===== src/rtl/eegbd_pkg.sv =====
`timescale 1ns / 1ps

package eegbd_pkg;

  // Samples per averaging window. The average is taken with a shift, so this
  // stays a power of two.
  localparam int unsigned WINDOW_SAMPLES = 64;
  localparam int unsigned WIN_SHIFT      = $clog2(WINDOW_SAMPLES);

  // Field widths.
  localparam int unsigned BYTE_W   = 8;
  localparam int unsigned LIMIT_W  = 13;
  localparam int unsigned AVG_W    = 13;
  localparam int unsigned MAG_W    = 13;
  localparam int unsigned IDX_W    = 5;
  localparam int unsigned CFG_IDX_W = 2;

  // Largest folded magnitude is 4096.
  localparam int unsigned MAG_MAX   = 4096;
  localparam int unsigned WIN_CNT_W = $clog2(WINDOW_SAMPLES + 1);
  localparam int unsigned WIN_SUM_W = $clog2(WINDOW_SAMPLES * MAG_MAX + 1);

  // Calibration runs over three window averages.
  localparam int unsigned CALIB_WINDOWS = 3;
  localparam int unsigned CALIB_CNT_W   = 2;
  localparam int unsigned CALIB_SUM_W   = $clog2(CALIB_WINDOWS * MAG_MAX + 1);
  localparam int unsigned ARM3_W        = LIMIT_W + 2;

  // Packet framing bytes.
  localparam logic [BYTE_W-1:0] SYNC_BYTE = 8'd170;
  localparam logic [BYTE_W-1:0] SMALL_LEN = 8'd4;
  localparam logic [BYTE_W-1:0] BIG_LEN   = 8'd32;

  localparam logic [IDX_W-1:0] SMALL_HI_IDX   = IDX_W'(2);
  localparam logic [IDX_W-1:0] SMALL_LAST_IDX = IDX_W'(3);
  localparam logic [IDX_W-1:0] BIG_QUAL_IDX   = IDX_W'(1);
  localparam logic [IDX_W-1:0] BIG_LAST_IDX   = IDX_W'(31);

  // Register reset values.
  localparam logic [LIMIT_W-1:0] BLINK_LOW_RST  = LIMIT_W'(110);
  localparam logic [LIMIT_W-1:0] BLINK_HIGH_RST = LIMIT_W'(350);
  localparam logic [LIMIT_W-1:0] ARM_LIMIT_RST  = LIMIT_W'(70);

  typedef enum logic [CFG_IDX_W-1:0] {
    CFG_BLINK_LOW  = 2'd0,
    CFG_BLINK_HIGH = 2'd1,
    CFG_ARM_LIMIT  = 2'd2
  } cfg_idx_e;

  typedef enum logic [1:0] {
    LED_KEEP  = 2'd0,
    LED_OFF   = 2'd1,
    LED_FIRST = 2'd2,
    LED_ALL   = 2'd3
  } led_mode_e;

  typedef enum logic [5:0] {
    PH_SYNC1 = 6'b000001,
    PH_SYNC2 = 6'b000010,
    PH_LEN   = 6'b000100,
    PH_SMALL = 6'b001000,
    PH_CHECK = 6'b010000,
    PH_BIG   = 6'b100000
  } phase_e;

  // A small packet whose check byte just arrived, with its folded sample.
  typedef struct packed {
    logic             sample_ok;
    logic [MAG_W-1:0] mag;
  } pkt_evt_t;

  typedef struct packed {
    logic             beep;
    led_mode_e        led_mode;
    logic [AVG_W-1:0] avg;
  } win_res_t;

  // Fold a 16-bit raw sample to a magnitude: negative codes are negated.
  function automatic logic [MAG_W-1:0] fold_sample(input logic [15:0] raw);
    logic [MAG_W-1:0] lo12;
    lo12 = {1'b0, raw[11:0]};
    if (raw[15:12] != 4'd0) begin
      fold_sample = {1'b0, ~raw[11:0]} + MAG_W'(1);
    end else begin
      fold_sample = lo12;
    end
  endfunction

endpackage


===== src/rtl/eeg_packet_blink_detector.sv =====
`timescale 1ns / 1ps

// Channel  | Direction | Handshake                  | Payload
// ---------+-----------+----------------------------+-------------------------------------
// in       | input     | in_valid_i / in_stall_o    | rx_byte_i
// out      | output    | out_valid_o / out_stall_i  | beep_o, led_mode_o, window_average_o
// cfg      | input     | cfg_valid_i / cfg_ready_o  | cfg_index_i, cfg_data_i
//
// One byte is taken per clock cycle while the input does not stall. An accepted byte is
// held in the input register, is parsed and scored there, and a closing window loads its
// result into the output register when that byte moves on from the input register.
// Reset (rst_ni low, asynchronous) returns the parser to hunting the first sync byte,
// empties the window and calibration and loads the limit registers with their defaults.
// The input stalls only when the byte in the input register closes a window while the
// output register still holds a result that the sink is stalling; any other byte moves on.
// Configuration writes are always ready and take effect on the next cycle.
module eeg_packet_blink_detector import eegbd_pkg::*; (
  input  logic                 clk_i,
  input  logic                 rst_ni,
  input  logic                 in_valid_i,
  output logic                 in_stall_o,
  input  logic [BYTE_W-1:0]    rx_byte_i,
  output logic                 out_valid_o,
  input  logic                 out_stall_i,
  output logic                 beep_o,
  output logic [1:0]           led_mode_o,
  output logic [AVG_W-1:0]     window_average_o,
  input  logic                 cfg_valid_i,
  output logic                 cfg_ready_o,
  input  logic [CFG_IDX_W-1:0] cfg_index_i,
  input  logic [LIMIT_W-1:0]   cfg_data_i
);

  logic               in_valid_q;
  logic [BYTE_W-1:0]  in_byte_q;
  logic               out_valid_q;
  logic               beep_q;
  logic [1:0]         led_q;
  logic [AVG_W-1:0]   avg_q;
  logic [LIMIT_W-1:0] blink_low_q, blink_high_q, arm_limit_q;

  logic      fire;
  logic      emit;
  logic      out_blocked;
  logic      quality_ok;
  pkt_evt_t  evt;
  win_res_t  res;

  // The output register is only busy for a byte that actually closes a window.
  assign out_blocked = out_valid_q && out_stall_i;
  assign fire        = in_valid_q && !(emit && out_blocked);
  assign in_stall_o  = in_valid_q && !fire;

  always_ff @(posedge clk_i or negedge rst_ni) begin
    if (!rst_ni) begin
      in_valid_q <= 1'b0;
    end else if (!in_stall_o) begin
      in_valid_q <= in_valid_i;
    end
  end

  always_ff @(posedge clk_i) begin
    if (in_valid_i && !in_stall_o) begin
      in_byte_q <= rx_byte_i;
    end
  end

  // Limit registers.
  assign cfg_ready_o = 1'b1;

  always_ff @(posedge clk_i or negedge rst_ni) begin
    if (!rst_ni) begin
      blink_low_q  <= BLINK_LOW_RST;
      blink_high_q <= BLINK_HIGH_RST;
      arm_limit_q  <= ARM_LIMIT_RST;
    end else if (cfg_valid_i && cfg_ready_o) begin
      unique case (cfg_idx_e'(cfg_index_i))
        CFG_BLINK_LOW:  blink_low_q  <= cfg_data_i;
        CFG_BLINK_HIGH: blink_high_q <= cfg_data_i;
        CFG_ARM_LIMIT:  arm_limit_q  <= cfg_data_i;
        default: begin
        end
      endcase
    end
  end

  eegbd_parser u_parser (
    .clk_i        (clk_i),
    .rst_ni       (rst_ni),
    .fire_i       (fire),
    .byte_i       (in_byte_q),
    .evt_o        (evt),
    .quality_ok_o (quality_ok)
  );

  eegbd_window u_window (
    .clk_i        (clk_i),
    .rst_ni       (rst_ni),
    .fire_i       (fire),
    .evt_i        (evt),
    .quality_ok_i (quality_ok),
    .blink_low_i  (blink_low_q),
    .blink_high_i (blink_high_q),
    .arm_limit_i  (arm_limit_q),
    .emit_o       (emit),
    .res_o        (res)
  );

  // Output register: loaded when a window closes, emptied when the sink takes it.
  always_ff @(posedge clk_i or negedge rst_ni) begin
    if (!rst_ni) begin
      out_valid_q <= 1'b0;
    end else if (fire && emit) begin
      out_valid_q <= 1'b1;
    end else if (!out_stall_i) begin
      out_valid_q <= 1'b0;
    end
  end

  always_ff @(posedge clk_i) begin
    if (fire && emit) begin
      beep_q <= res.beep;
      led_q  <= res.led_mode;
      avg_q  <= res.avg;
    end
  end

  assign out_valid_o      = out_valid_q;
  assign beep_o           = beep_q;
  assign led_mode_o       = led_q;
  assign window_average_o = avg_q;

  a_no_overwrite: assert property (@(posedge clk_i) disable iff (!rst_ni)
    (out_valid_q && out_stall_i) |=> (out_valid_q && $stable(avg_q) && $stable(led_q)))
    else $error("pending result overwritten");

  a_stall_only_on_close: assert property (@(posedge clk_i) disable iff (!rst_ni)
    in_stall_o |-> (in_valid_q && emit && out_blocked))
    else $error("input stalled without a blocked window close");

endmodule


===== src/rtl/eegbd_parser.sv =====
`timescale 1ns / 1ps

module eegbd_parser import eegbd_pkg::*; (
  input  logic              clk_i,
  input  logic              rst_ni,
  input  logic              fire_i,
  input  logic [BYTE_W-1:0] byte_i,
  output pkt_evt_t          evt_o,
  output logic              quality_ok_o
);

  phase_e             phase_q, phase_d;
  logic [IDX_W-1:0]   idx_q, idx_d;
  logic [BYTE_W-1:0]  sum_q, sum_d;
  logic [BYTE_W-1:0]  hi_q, hi_d;
  logic [MAG_W-1:0]   mag_q, mag_d;
  logic               qual_q, qual_d;

  always_comb begin
    phase_d = phase_q;
    idx_d   = idx_q;
    sum_d   = sum_q;
    hi_d    = hi_q;
    mag_d   = mag_q;
    qual_d  = qual_q;
    evt_o.sample_ok = 1'b0;
    evt_o.mag       = mag_q;
    unique case (phase_q)
      PH_SYNC2: begin
        phase_d = (byte_i == SYNC_BYTE) ? PH_LEN : PH_SYNC1;
      end
      PH_LEN: begin
        idx_d = '0;
        sum_d = '0;
        if (byte_i == SMALL_LEN) begin
          phase_d = PH_SMALL;
        end else if (byte_i == BIG_LEN) begin
          phase_d = PH_BIG;
        end else begin
          phase_d = PH_SYNC1;
        end
      end
      PH_SMALL: begin
        sum_d = sum_q + byte_i;
        if (idx_q == SMALL_HI_IDX) begin
          hi_d = byte_i;
        end
        if (idx_q >= SMALL_LAST_IDX) begin
          // The low byte completes the sample; fold it now so the folded
          // sample is ready in mag_q when the check byte arrives.
          mag_d   = fold_sample({hi_q, byte_i});
          phase_d = PH_CHECK;
          idx_d   = '0;
        end else begin
          idx_d = idx_q + IDX_W'(1);
        end
      end
      PH_CHECK: begin
        phase_d = PH_SYNC1;
        evt_o.sample_ok = (byte_i == ~sum_q);
      end
      PH_BIG: begin
        if (idx_q == BIG_QUAL_IDX) begin
          hi_d = byte_i;
        end
        if (idx_q >= BIG_LAST_IDX) begin
          qual_d  = (hi_q == '0);
          phase_d = PH_SYNC1;
          idx_d   = '0;
        end else begin
          idx_d = idx_q + IDX_W'(1);
        end
      end
      default: begin
        phase_d = (byte_i == SYNC_BYTE) ? PH_SYNC2 : PH_SYNC1;
      end
    endcase
  end

  always_ff @(posedge clk_i or negedge rst_ni) begin
    if (!rst_ni) begin
      phase_q <= PH_SYNC1;
      idx_q   <= '0;
      sum_q   <= '0;
      hi_q    <= '0;
      qual_q  <= 1'b0;
    end else if (fire_i) begin
      phase_q <= phase_d;
      idx_q   <= idx_d;
      sum_q   <= sum_d;
      hi_q    <= hi_d;
      qual_q  <= qual_d;
    end
  end

  always_ff @(posedge clk_i) begin
    if (fire_i) begin
      mag_q <= mag_d;
    end
  end

  assign quality_ok_o = qual_q;

  a_small_idx: assert property (@(posedge clk_i) disable iff (!rst_ni)
    (phase_q == PH_SMALL) |-> (idx_q <= SMALL_LAST_IDX))
    else $error("small packet byte index out of range");

  a_check_from_small: assert property (@(posedge clk_i) disable iff (!rst_ni)
    (fire_i && phase_q == PH_SMALL && idx_q == SMALL_LAST_IDX) |=> (phase_q == PH_CHECK))
    else $error("last small payload byte did not lead to the check byte");

endmodule


===== src/rtl/eegbd_window.sv =====
`timescale 1ns / 1ps

module eegbd_window import eegbd_pkg::*; (
  input  logic               clk_i,
  input  logic               rst_ni,
  input  logic               fire_i,
  input  pkt_evt_t           evt_i,
  input  logic               quality_ok_i,
  input  logic [LIMIT_W-1:0] blink_low_i,
  input  logic [LIMIT_W-1:0] blink_high_i,
  input  logic [LIMIT_W-1:0] arm_limit_i,
  output logic               emit_o,
  output win_res_t           res_o
);

  logic [WIN_CNT_W-1:0]   count_q, count_d;
  logic [WIN_SUM_W-1:0]   sum_q, sum_d;
  logic [CALIB_CNT_W-1:0] ccnt_q, ccnt_d;
  logic [CALIB_SUM_W-1:0] csum_q, csum_d;
  logic                   armed_q, armed_d;
  logic                   armed_mid;
  logic                   window_open;
  logic [AVG_W-1:0]       avg;
  logic [ARM3_W-1:0]      arm3;

  assign window_open = (count_q < WIN_CNT_W'(WINDOW_SAMPLES));
  assign emit_o      = evt_i.sample_ok && !window_open;
  assign avg         = AVG_W'(sum_q >> WIN_SHIFT);
  // floor(sum / 3) < limit is the same as sum < 3 * limit.
  assign arm3        = (ARM3_W'(arm_limit_i) << 1) + ARM3_W'(arm_limit_i);

  always_comb begin
    count_d   = count_q;
    sum_d     = sum_q;
    ccnt_d    = ccnt_q;
    csum_d    = csum_q;
    armed_mid = armed_q;
    armed_d   = armed_q;
    res_o.beep     = 1'b0;
    res_o.led_mode = LED_KEEP;
    res_o.avg      = avg;

    if (!armed_q) begin
      if (ccnt_q < CALIB_CNT_W'(CALIB_WINDOWS)) begin
        csum_d = csum_q + CALIB_SUM_W'(avg);
        ccnt_d = ccnt_q + CALIB_CNT_W'(1);
      end else begin
        armed_mid = (ARM3_W'(csum_q) < arm3);
        ccnt_d    = '0;
        csum_d    = '0;
      end
    end
    armed_d = armed_mid;

    if (!quality_ok_i) begin
      res_o.led_mode = LED_FIRST;
    end else if (!armed_mid) begin
      res_o.led_mode = LED_OFF;
    end else if (avg > blink_low_i && avg < blink_high_i) begin
      res_o.beep = 1'b1;
    end else if (avg > blink_high_i) begin
      res_o.led_mode = LED_ALL;
      armed_d        = 1'b0;
    end

    if (window_open) begin
      sum_d   = sum_q + WIN_SUM_W'(evt_i.mag);
      count_d = count_q + WIN_CNT_W'(1);
    end else begin
      sum_d   = '0;
      count_d = '0;
    end
  end

  always_ff @(posedge clk_i or negedge rst_ni) begin
    if (!rst_ni) begin
      count_q <= '0;
      sum_q   <= '0;
      ccnt_q  <= '0;
      csum_q  <= '0;
      armed_q <= 1'b0;
    end else if (fire_i && evt_i.sample_ok) begin
      count_q <= count_d;
      sum_q   <= sum_d;
      if (!window_open) begin
        ccnt_q  <= ccnt_d;
        csum_q  <= csum_d;
        armed_q <= armed_d;
      end
    end
  end

  a_count_bound: assert property (@(posedge clk_i) disable iff (!rst_ni)
    count_q <= WIN_CNT_W'(WINDOW_SAMPLES))
    else $error("window count above window size");

  a_close_clears: assert property (@(posedge clk_i) disable iff (!rst_ni)
    (fire_i && emit_o) |=> (count_q == '0 && sum_q == '0))
    else $error("closed window not cleared");

  a_off_head_disarms: assert property (@(posedge clk_i) disable iff (!rst_ni)
    (fire_i && emit_o && res_o.led_mode == LED_ALL) |=> !armed_q)
    else $error("over-range average did not disarm");

endmodule


===== config.mk =====
export PLATFORM = sky130hd
export DESIGN_NAME = eeg_packet_blink_detector
export DESIGN_NICKNAME = d
export VERILOG_FILES = /design/src/rtl/eegbd_pkg.sv /design/src/rtl/eeg_packet_blink_detector.sv /design/src/rtl/eegbd_parser.sv /design/src/rtl/eegbd_window.sv
export SDC_FILE = /design/constraint.sdc
export NUM_CORES = 1
export LEC_CHECK = 0
export BUFFER_PORTS_ARGS = -buffer_cell sky130_fd_sc_hd__buf_2
export CAP_MARGIN = 20
export CORE_MARGIN = 4
export CORE_UTILIZATION = 30
export CTS_BUF_LIST = sky130_fd_sc_hd__clkbuf_2 sky130_fd_sc_hd__clkbuf_4 sky130_fd_sc_hd__clkbuf_8
export DETAILED_ROUTE_END_ITERATION = 16
export HOLD_SLACK_MARGIN = 0.03
export PLACE_DENSITY = 0.43
export SYNTH_ARGS = -nofsm -noshare
export SYNTH_HDL_FRONTEND = slang
export SYNTH_HIERARCHICAL = 1
export SYNTH_SLANG_ARGS = --single-unit

===== constraint.sdc =====
create_clock -name clk_i -period 5.2 [get_ports clk_i]
set_clock_uncertainty 0.05 [all_clocks]
set_input_delay 1.04 -clock clk_i [delete_from_list [all_inputs] [get_ports clk_i]]
set_output_delay 1.04 -clock clk_i [all_outputs]
set_load 0.005 [all_outputs]

==> metrics.txt, run 1 <==
status=finished, final reports clean; DR DRC count=0; Synth area leaders=dfrtp_1 26%, ha_1 13%, edfxtp_1 12%, mux2_2 6.5%, dfstp_2 4.3%; grt ovf=0; crit path launch=arm_limit_q[1]; hold buffers post-CTS=0; sequential fraction of the synthesis area=42.6%; initial detailed-routing violation count=390; core area=30000 um2; IO Pins=47; share of cells above drive strength 1=19.3%; total power density per cell area=267 nW/um2; YS warnings=6; peak supply drop=0.147 mV; I/O Buffers=45; #FFs+latches synth=149; RR Startpoint=arm_limit_q[1]; Leak=4.68 nW; Max Freq=216 MHz; Avg WL per Cell=17.3 um; worst-margin pin slew=0.891 ns; final number of max-transition violations=0; synthesized area per cell=10.6 um2; Post-Syn Nets=992; gp weighted congestion=0.773; mapped cell area=9230 um2; Worst setup EP type=register; type of the most critical hold path=reg2reg; Fin Hold WS=0.433 ns; postcts setup bufs=0; global-route wire length before repair=37.2 mm; number of global-route vias before repair=6600; number of flops mapped to enable cells by yosys=37; Crit path arrival time=4.83 ns; Slew HR=40.0%; Skew-Pair Late Insertion Delay=0.46 ns; row count=63; post-CTS sizing=0; CTS max path bufs=2; Layout Cells excl Fill=1313; Final #Nets=1035; most frequent cells in the layout=97 x dfrtp_1, 93 x ha_1, 71 x nand2_1, 53 x mux2_2, 46 x inv_1; R2R setup slack=0.58 ns; ys flop type=dfrtp_1; CP Class=reg2reg; CTS tree=yes; final WL=22.7 mm; clk sinks=149; Vias=6513; Syn-to-layout area delta=10.9%; Pre-antenna DRT Iters=4; setup TNS=0 ns; Clock Root Buffer=clkbuf_8; antenna violations before repair=1; Post-Synthesis Cells=867; Ant. Diodes=0; largest net degree at the start of global routing=113; Max Cap Violations=0; leading cell type in the layout, fill and taps excluded=dfrtp_1; post-DP HPWL=16.6 mm; via/cell ratio=4.96; final hold violations=0; hold path start=u_window/sum_q[0]; Clock transition at path regs=0.10 ns; Synth async-reset ratio=75.2%; Yosys cell types=80; Die ar.=33600 um2; Req. time, crit path=5.40 ns; min Tclk post-route=4.62 ns; worst-path maximum fanout=4; period utilisation layout=88.9%; Total GRT Usage=14.1%; # setup viols final=0; Worst setup SP type=register; initial cell density of the core=30.8%; die height=183 um; htree depth=4; Post-DRT Antenna Nets=0; RSZ-0062 raised after global routing=no; DIE WIDTH=183 um; post-synth top area cell=dfrtp_1; share of the synthesized area in the top cell type=26.3%; placed insts=1281; total CTS buffers=17
==> synthesized netlist by cell type (3+ instances only) <==
| master | number |
|---|---|
| dfstp_2 | 15 |
| xnor2_1 | 25 |
| xor2_1 | 15 |
| mux2_2 | 53 |
| or3_1 | 7 |
| mux2i_1 | 4 |
| nor2_1 | 42 |
| a32o_1 | 3 |
| nor3b_1 | 4 |
| buf_4 | 17 |
| ha_1 | 93 |
| clkbuf_1 | 10 |
| nand3b_1 | 7 |
| o21ai_0 | 45 |
| fa_1 | 4 |
| and3_1 | 5 |
| or2_2 | 3 |
| edfxtp_1 | 37 |
| or4_1 | 4 |
| inv_1 | 46 |
| buf_2 | 4 |
| o31ai_1 | 8 |
| nor3_1 | 15 |
| a21o_1 | 21 |
| dfrtp_1 | 97 |
| a21oi_1 | 46 |
| nand4_1 | 7 |
| o41ai_1 | 6 |
| o21a_1 | 8 |
| nor2b_1 | 8 |
| a31oi_1 | 6 |
| nand3_1 | 23 |
| nand2b_1 | 14 |
| o22ai_1 | 5 |
| nor4_1 | 4 |
| o211ai_1 | 3 |
| nand2_1 | 71 |
| a41oi_1 | 3 |
| a211o_1 | 3 |
| a221o_1 | 3 |
| a211oi_1 | 10 |
| nor4b_1 | 3 |
| a22o_1 | 15 |
| and2_1 | 5 |
==> final cells by class <==
cell class                      count  area (um2)
Clock inverter                     14         131
Tap cell                          390         488
Timing Repair Buffer               55         315
Fill cell                        3072       19700
Multi-Input combinational cell    641        4940
Inverter                           46         173
Sequential cell                   149        3930
Clock buffer                       18         248
==> power by group <==
group          internal [mW]  switching (mW)
Clock                  0.366           0.526
Sequential              1.27          0.0514
Combinational          0.235           0.276
==> per-stage QoR <==
step	power (mW)	setup WS (ns)	instance area, um2	util (%)
detailed placement	1.87	0.606	9850	32.9
CTS	2.78	0.536	10200	34.1
floorplan	1.72	1.24	9230	-
global route	2.91	0.263	10200	34.1
finish	2.73	0.577	10200	34.1
global placement	1.87	0.760	9850	32.9
==> sequential cells by signal, summed over array words and instances, names as in the netlist, 5 cells and up <==
| name | count |
|---|---|
| u_parser/mag_q | 13 |
| u_parser/idx_q | 5 |
| u_window/sum_q | 19 |
| blink_high_q | 13 |
| u_window/count_q | 7 |
| u_parser/sum_q | 8 |
| u_parser/phase_q | 6 |
| in_byte_q | 8 |
| arm_limit_q | 13 |
| blink_low_q | 13 |
| u_window/csum_q | 14 |
| window_average_o | 13 |
| u_parser/hi_q | 8 |
==> cells by family after synthesis <==
kind of cell / count (synthesis) / synth area share (%)
fa+ha+maj: 97 / 13.5
other cells: 1 / 0.0406
xor+xnor: 40 / 3.80
buf+inv: 77 / 3.88
compound gates: 211 / 16.0
flops: 149 / 42.6
simple gates: 235 / 13.3
mux: 57 / 6.90
==> layer usage <==
layer | vias up | global-route usage [%] | routed length [um] | share of wire (%)
li1 | 3284 | - | - | -
met2 | 72 | 20.9 | 9530 | 42
met5 | - | 0 | 13 | 0.057
met1 | 3141 | 21.4 | 12200 | 54
met3 | 14 | 2.60 | 728 | 3.2
met4 | 2 | 3.07 | 221 | 0.97
==> worst paths after layout <==
path / endpoint / depth (start not counted)
worst max-delay path: beep_o / 17
worst min-delay path: u_window/sum_q[0] / 2
worst max register to register: beep_o / 17
worst min register to register: u_window/sum_q[0] / 2
max in group asynchronous: u_window/sum_q[13] / 2
min in group asynchronous: blink_high_q[9] / 2
==> critical path, stage by stage (launching register included) <==
cell and delay [ns]:
dfstp_2 0.58, ha_1 0.19, fa_1 0.21, a21o_1 0.12, a21oi_1 0.07, nand2b_1 0.18
a21oi_1 0.30, nand3_1 0.13, a21bo_2 0.22, a221o_1 0.34, ha_1 0.30, nand3_1 0.11
nor2_1 0.07, a221o_1 0.34, o21a_1 0.17, o311ai_1 0.43, a21oi_1 0.22, nor4b_1 0.41
No activity file was read; power rests on OpenSTA's default activity.
==> run 2: changes to the inputs <==
Settings changed: ABC_AREA from default to 1.
==> run 2 against run 1 <==
Against the previous run: utilization fell by 0.82 points; final cell count rose by 23%; non-clock buffer count fell by 7; critical path depth fell by 7; clock power rose by 5.2%; sequential power barely moved; register-to-register slack improved by 1.2 ns.
==> metrics.txt, run 2 <==
status=finished, final reports clean; Synth area leaders=dfrtp_1 25%, nand2_1 12%, ha_1 12%, edfxtp_1 11%, inv_1 4.6%; pre-CTS WS=1.77 ns (+1.16 ns); Slew HR=42.8% (+2.8 points); mapped cell area=9700 um2 (+5.2%); max FFs per register=19 (unchanged); row count=65 (+3.2%); post-CTS sizing=0 (unchanged); final WL=25.7 mm (+13%); Seq. cell area=3930 um2 (unchanged); min Tclk post-route=3.64 ns (-0.984 ns); worst-path maximum fanout=5 (+1); multi-input logic area=4990 um2 (+1.1%); final setup margin=1.56 ns (+0.984 ns); Crit path arrival time=2.55 ns (-2.28 ns); Yosys cell types=54 (-33%); Post-Synth XOR/XNOR Area=2.53% (-1.3 points); clk sinks=149 (unchanged); Pre-antenna DRT Iters=5 (+1); met2 usage=25.8% (+4.9 points); leading cell type in the layout, fill and taps excluded=nand2_1; multiplexer area fraction after synthesis=0% (-6.9 points); Pwr Total=2.76 mW (+0.98%); Top reg by flops=u_window/sum_q; Post-Synthesis Cells=1170 (+35%); Clock Root Buffer=clkbuf_8; most frequent cells in the layout=319 x nand2_1, 120 x inv_1, 97 x dfrtp_1, 93 x ha_1, 80 x a21oi_1; most frequent cell after synthesis=nand2_1; antenna violations before repair=0 (-1); largest stage delay on the critical path=0.46 ns (-0.12 ns); type of the most critical hold path=reg2reg; global-route wire length before repair=42.3 mm (+14%); CP max stage cell=edfxtp_1; Crit path max-delay family=simple AND/OR/NAND/NOR gates; #FFs+latches synth=149 (unchanged); synthesized-area fraction occupied by and/or/nand/nor cells=24.9% (+12 points); share of cells above drive strength 1=12.0% (-7.3 points); final hold violations=0 (unchanged); RSZ-0062 raised after global routing=no; post-synth top area cell=dfrtp_1; Post-Synth Adder-Cell Area=12.8% (-0.66 points); worst-margin pin slew=0.857 ns (-0.0341 ns); Skew-Pair Late Insertion Delay=0.47 ns (about the same); sw frac=31.4% (+0.15 points); gp weighted congestion=0.835 (+8.1%); Max Cap Violations=0 (unchanged); die height=188 um (+2.4%); Clock transition at path regs=0.10 ns (about the same); R2R cell count=18 (+1); CTS max path bufs=2 (unchanged); IO Pins=47 (unchanged); CTS tree=yes; Largest regs=u_window/sum_q x19, u_window/csum_q x14; share of the synthesized area in the top cell type=25.0% (-1.3 points); number of global-route vias before repair=7784 (+18%); post-DP HPWL=19.2 mm (+15%); Final #Nets=1326 (+28%); Layout Cells excl Fill=1616 (+23%); P_sw=0.866 mW (+1.5%); htree depth=4 (unchanged); synthesized area per cell=8.29 um2 (-22%); Comb pwr share=18.0% (-0.7 points); placed insts=1583 (+24%); Synth top cells by count=319 x nand2_1, 120 x inv_1, 97 x dfrtp_1; Post-DRT Antenna Nets=0 (unchanged); GRT Max-Usage Layer=met2; DR DRC count=0 (unchanged); final number of max-transition violations=0 (unchanged); Worst setup SP type=register; Ant. Diodes=0 (unchanged); YS warnings=6 (unchanged); Max Freq=275 MHz (+27%); largest net degree at the start of global routing=60 (-47%); Syn-to-layout area delta=8.94%; grt ovf=0 (unchanged); worst hold stages=2 (unchanged); Die ar.=35300 um2 (+4.9%); postcts setup bufs=0 (unchanged); utilization after layout=33.3% (-0.82 points); initial detailed-routing violation count=433 (+11%); # setup viols final=0 (unchanged); CP Class=reg2out; main combinational cell family by area after synthesis=simple AND/OR/NAND/NOR gates; Avg WL per Cell=15.9 um (-8.0%); number of flops mapped to enable cells by yosys=37 (unchanged); Vias=7624 (+17%); Synth async-reset ratio=75.2% (unchanged); share of power burned in registers=48.0% (-0.6 points); Crit path buffers/inverters=3 (+3); Filler cells=3376 (+9.9%); met3 Resource Use GR=2.16% (-0.44 points); critical path, cell by cell=ha_1 -> nand2_1 -> inv_1 -> nand3_1 -> nor4_1 -> nand2_1 -> inv_1 -> nand3_1 -> nor2_1 -> buf_2; via/cell ratio=4.72 (-4.9%); I/O Buffers=45 (unchanged); total CTS buffers=17 (unchanged); Post-Syn Nets=1295 (+31%); hold buffers post-CTS=0 (unchanged); period utilisation layout=70.0% (-19 points); Synth Area in Compound Gates=11.2% (-4.8 points); peak supply drop=0.149 mV (+1.6%); initial cell density of the core=30.6% (-0.21 points); Leak=5.32 nW (+14%); core area=31700 um2 (+5.9%); Req. time, crit path=4.11 ns (-1.29 ns); setup TNS=0 ns (unchanged); Total GRT Usage=15.0% (+0.91 points); total power density per cell area=261 nW/um2 (-2.3%); Worst setup EP type=output pin; Pint=1.89 mW (+0.76%); ys flop type=dfrtp_1; Clock Power Share=34.0% (+1.3 points); WP depth=10 (-7); DIE WIDTH=188 um (+2.4%); sequential fraction of the synthesis area=40.5% (-2.1 points); met1 GRT Util=19.8% (-1.6 points)
[run 2: final cells by class]
type,instances,area share [%]
Clock inverter,14,1.44
Multi-Input combinational cell,857,47.2
Inverter,128,4.57
Tap cell,402,4.76
Sequential cell,149,37.2
Clock buffer,18,2.29
Timing Repair Buffer,48,2.49
[run 2: tightest hold or removal path, stage by stage, from the launching register on]
cell and delay (ns):
dfstp_2 0.38, nand2_1 0.05, nand2_1 0.04
[run 2: kinds of logic (layout without fill, tap and decap cells)]
logic type,after synthesis,in the layout
AND/OR/NAND/NOR,545,545
AO/OA/AOI/OAI,186,186
buffers and inverters,164,208
flip-flops,149,149
adder cells (fa/ha/maj),97,97
XOR/XNOR,28,28
other,1,1
[run 2: power by group through the flow]
stage	Combinational (mW)	Sequential, mW	Clock [mW]
global placement	0.498	1.35	0
global route	0.583	1.33	1.04
floorplan	0.373	1.33	0
finish	0.495	1.32	0.938
CTS	0.503	1.33	0.987
detailed placement	0.499	1.35	0
[run 2: worst paths after layout]
check / endpoint / from / slack, ns
min in group asynchronous: arm_limit_q[12] / rst_ni / 0.58
max in group asynchronous: u_parser/phase_q[0] / rst_ni / 3.65
setup reg to reg: u_window/csum_q[13] / in_byte_q[4] / 1.80
hold reg to reg: blink_high_q[1] / blink_high_q[1] / 0.42
setup / recovery: in_stall_o / in_byte_q[4] / 1.56
hold / removal: blink_high_q[1] / blink_high_q[1] / 0.42
[run 2: per-stage QoR]
step           hold WS [ns]  cell area [um2]
2_1_floorplan         0.385             9700
3_3_place_gp          0.403            10200
3_5_place_dp          0.407            10200
4_1_cts               0.423            10600
5_1_grt               0.437            10600
6_report              0.421            10600
[run 2: metal layers]
metal	wire [um]	vias up
li1	-	3960
met1	12200	3545
met2	12500	96
met3	608	23
met4	325	0
met5	0	-
==> run 3: changes to the inputs <==
Settings changed: ABC_AREA 1 to 0, PLACE_DENSITY 0.43 to 0.44.
Clock period 5.2 ns to 2.94 ns, I/O delays scaled along.
==> run 3 against run 2 <==
Against the previous run: the flow now finishes with violations (negative setup slack); highest routed layer unchanged; sequential power up 76%; clock power up 86%; critical path depth up 6; combinational power rose to 2.6 times the previous value; first-iteration DRC count down 12%; non-clock buffer count up 112; worst setup slack worse by 2.4 ns.
==> metrics.txt, run 3 (synthesis results as in run 1) <==
placed insts=1364 (-14%); most frequent cells in the layout=97 x dfrtp_1, 87 x ha_1, 86 x buf_4, 60 x nand2_1, 52 x mux2_2; Vias=6967 (-8.6%); initial cell density of the core=30.8% (+0.21 points); antenna violations before repair=0 (unchanged); clk sinks=149 (unchanged); Clock Root Buffer=clkbuf_8; min Tclk post-route=3.79 ns; final number of max-transition violations=0 (unchanged); critical path, cell by cell=buf_4 -> fa_2 -> a21o_1 -> a21oi_2 -> nand2b_4 -> a21oi_4 -> nand3_1 -> a21bo_2 -> a221o_1 -> ha_4 -> a21o_1 -> a221o_1 -> o21a_1 -> o311ai_4 -> a21oi_2 -> o21a_1; CP max stage cell=dfstp_2; final hold violations=0 (unchanged); Syn-to-layout area delta=25.3%; worst-path maximum fanout=3 (-2); Req. time, crit path=3.10 ns (-1.01 ns); WL met3=591 um (-2.8%); core area=30000 um2 (-5.6%); gp weighted congestion=0.782 (-6.4%); Leak=5.34 nW (+0.42%); post-DP HPWL=18.3 mm (-4.5%); CTS tree=yes; RSZ-0062 raised after global routing=yes; Pre-antenna DRT Iters=5 (unchanged); M1 WL=12.8 mm (+5.0%); Skew-Pair Late Insertion Delay=0.46 ns (about the same); Avg WL per Cell=17.0 um (+7.1%); worst-margin pin slew=0.835 ns (-0.0219 ns); final setup margin=-0.848 ns (-2.41 ns); sw frac=30.6% (-0.80 points); # setup viols final=20 (+20); Largest regs=u_window/sum_q x19, u_window/csum_q x14; CP Class=reg2reg; Slew HR=43.8% (+1.0 points); CTS max path bufs=2 (unchanged); Post-DRT Antenna Nets=0 (unchanged); Crit path arrival time=3.95 ns (+1.40 ns); DIE WIDTH=183 um (-2.4%); share of cells above drive strength 1=32.0% (+20 points); Pint=3.71 mW (+96%); Top reg by flops=u_window/sum_q; IO Pins=47 (unchanged); max FFs per register=19 (unchanged); leading cell type in the layout, fill and taps excluded=dfrtp_1; DR DRC count=0 (unchanged); initial detailed-routing violation count=382 (-12%); DP Area=10600 um2 (+3.9%); pre-CTS WS=-1.04 ns (-2.81 ns); total CTS buffers=17 (unchanged); period utilisation layout=129%; Clock transition at path regs=0.09 ns (about the same); number of global-route vias before repair=6865 (-12%); final WL=24.2 mm (-6.0%); Max Freq=264 MHz; via/cell ratio=4.91 (+4.1%); die height=183 um (-2.4%); I/O Buffers=45 (unchanged); Ant. Diodes=0 (unchanged); Max Cap Violations=0 (unchanged); largest net degree at the start of global routing=42 (-30%); post-route cell area=11600 um2 (+9.4%); Final #Nets=1140 (-14%); Worst setup SP type=register; largest stage delay on the critical path=0.57 ns (+0.11 ns); htree depth=4 (unchanged); top sig layer=met4; total power density per cell area=462 nW/um2 (+77%); Clock Power Share=32.6% (-1.4 points); Layout Cells excl Fill=1418 (-12%); Comb pwr share=23.9% (+5.9 points); grt ovf=0 (unchanged); P_sw=1.64 mW (+89%); Worst setup EP type=register; status=finished, violations left; failing checks=negative setup slack; peak supply drop=0.268 mV (+80%); Total GRT Usage=14.4% (-0.59 points); share of power burned in registers=43.5% (-4.5 points); row count=63 (-3.1%); global-route wire length before repair=38.0 mm (-10%); Fin Hold WS=0.0647 ns (-0.356 ns); type of the most critical hold path=in2async; WL met2=10.5 mm (-16%); Die ar.=33600 um2 (-4.7%)
run 3: changes by cell type in the layout (fill, tap and decap cells not counted), sizes merged, moves of 14 or more:
cell	change
a21o	+17
a21oi	-35
buf	+110
inv	-74
mux2	+53
nand2	-260
nand2b	+14
nand3	-45
nand4	-29
nor2	-42
o21ai	-20
xnor2	+14
run 3: through the flow:
stage	power [mW]	utilization [%]	TNS, ns
after floorplan	3.09	-	-2.73
after global placement	3.57	35.3	-9.51
after detailed placement	3.58	35.3	-8.46
after CTS	5.39	37.3	-3.66
after global routing	5.69	38.6	-12.79
final	5.35	38.6	-3.88
run 3: power groups by stage:
stage	clock network (mW)	registers, mW	logic (mW)
floorplan	0	2.36	0.733
global placement	0	2.36	1.20
detailed placement	0	2.37	1.21
CTS	1.81	2.33	1.26
global route	1.90	2.34	1.44
finish	1.74	2.32	1.28
run 3: final cells by class:
type | instances | area [um2]
Clock buffer | 17 | 234
Clock inverter | 15 | 181
Sequential cell | 149 | 3930
Tap cell | 390 | 488
Timing Repair Buffer | 160 | 1290
Multi-Input combinational cell | 641 | 5270
Inverter | 46 | 173
Fill cell | 3004 | 18400
run 3: timing repair:
action | CTS | global route
cloned | 0 | 2
endpoints found under the setup margin | 34 | 39
setup buffers | 7 | 14
pin swaps | 20 | 19
hold buffers | 0 | 0
gates resized for setup | 28 | 64
run 3: critical path, delay by kind of cell (launching register included):
family                     cells  cell delay, ns
and+or+nand+nor                2            0.23
DFF                            1            0.57
adders and majority gates      2            0.43
AOI/OAI and AO/OA             11            2.13
buffers and inverters          1            0.13
run 3: layer usage:
metal  up-vias  GRT usage [%]
met4         0           3.04
li1       3481              -
met2        80           21.0
met5         -              0
met3        15           2.32
met1      3391           22.4
run 3: worst paths after layout:
path | startpoint | to | cells past startpoint | slack [ns]
min | rst_ni | blink_low_q[7] | 1 | 0.06
max | arm_limit_q[1] | led_mode_o[0] | 16 | -0.85
max reg2reg | arm_limit_q[1] | led_mode_o[0] | 16 | -0.85
max in group asynchronous | rst_ni | arm_limit_q[1] | 2 | 2.04
min reg2reg | u_parser/sum_q[2] | u_parser/sum_q[2] | 2 | 0.44
min in group clk_i | rx_byte_i[2] | in_byte_q[2] | 1 | 0.24
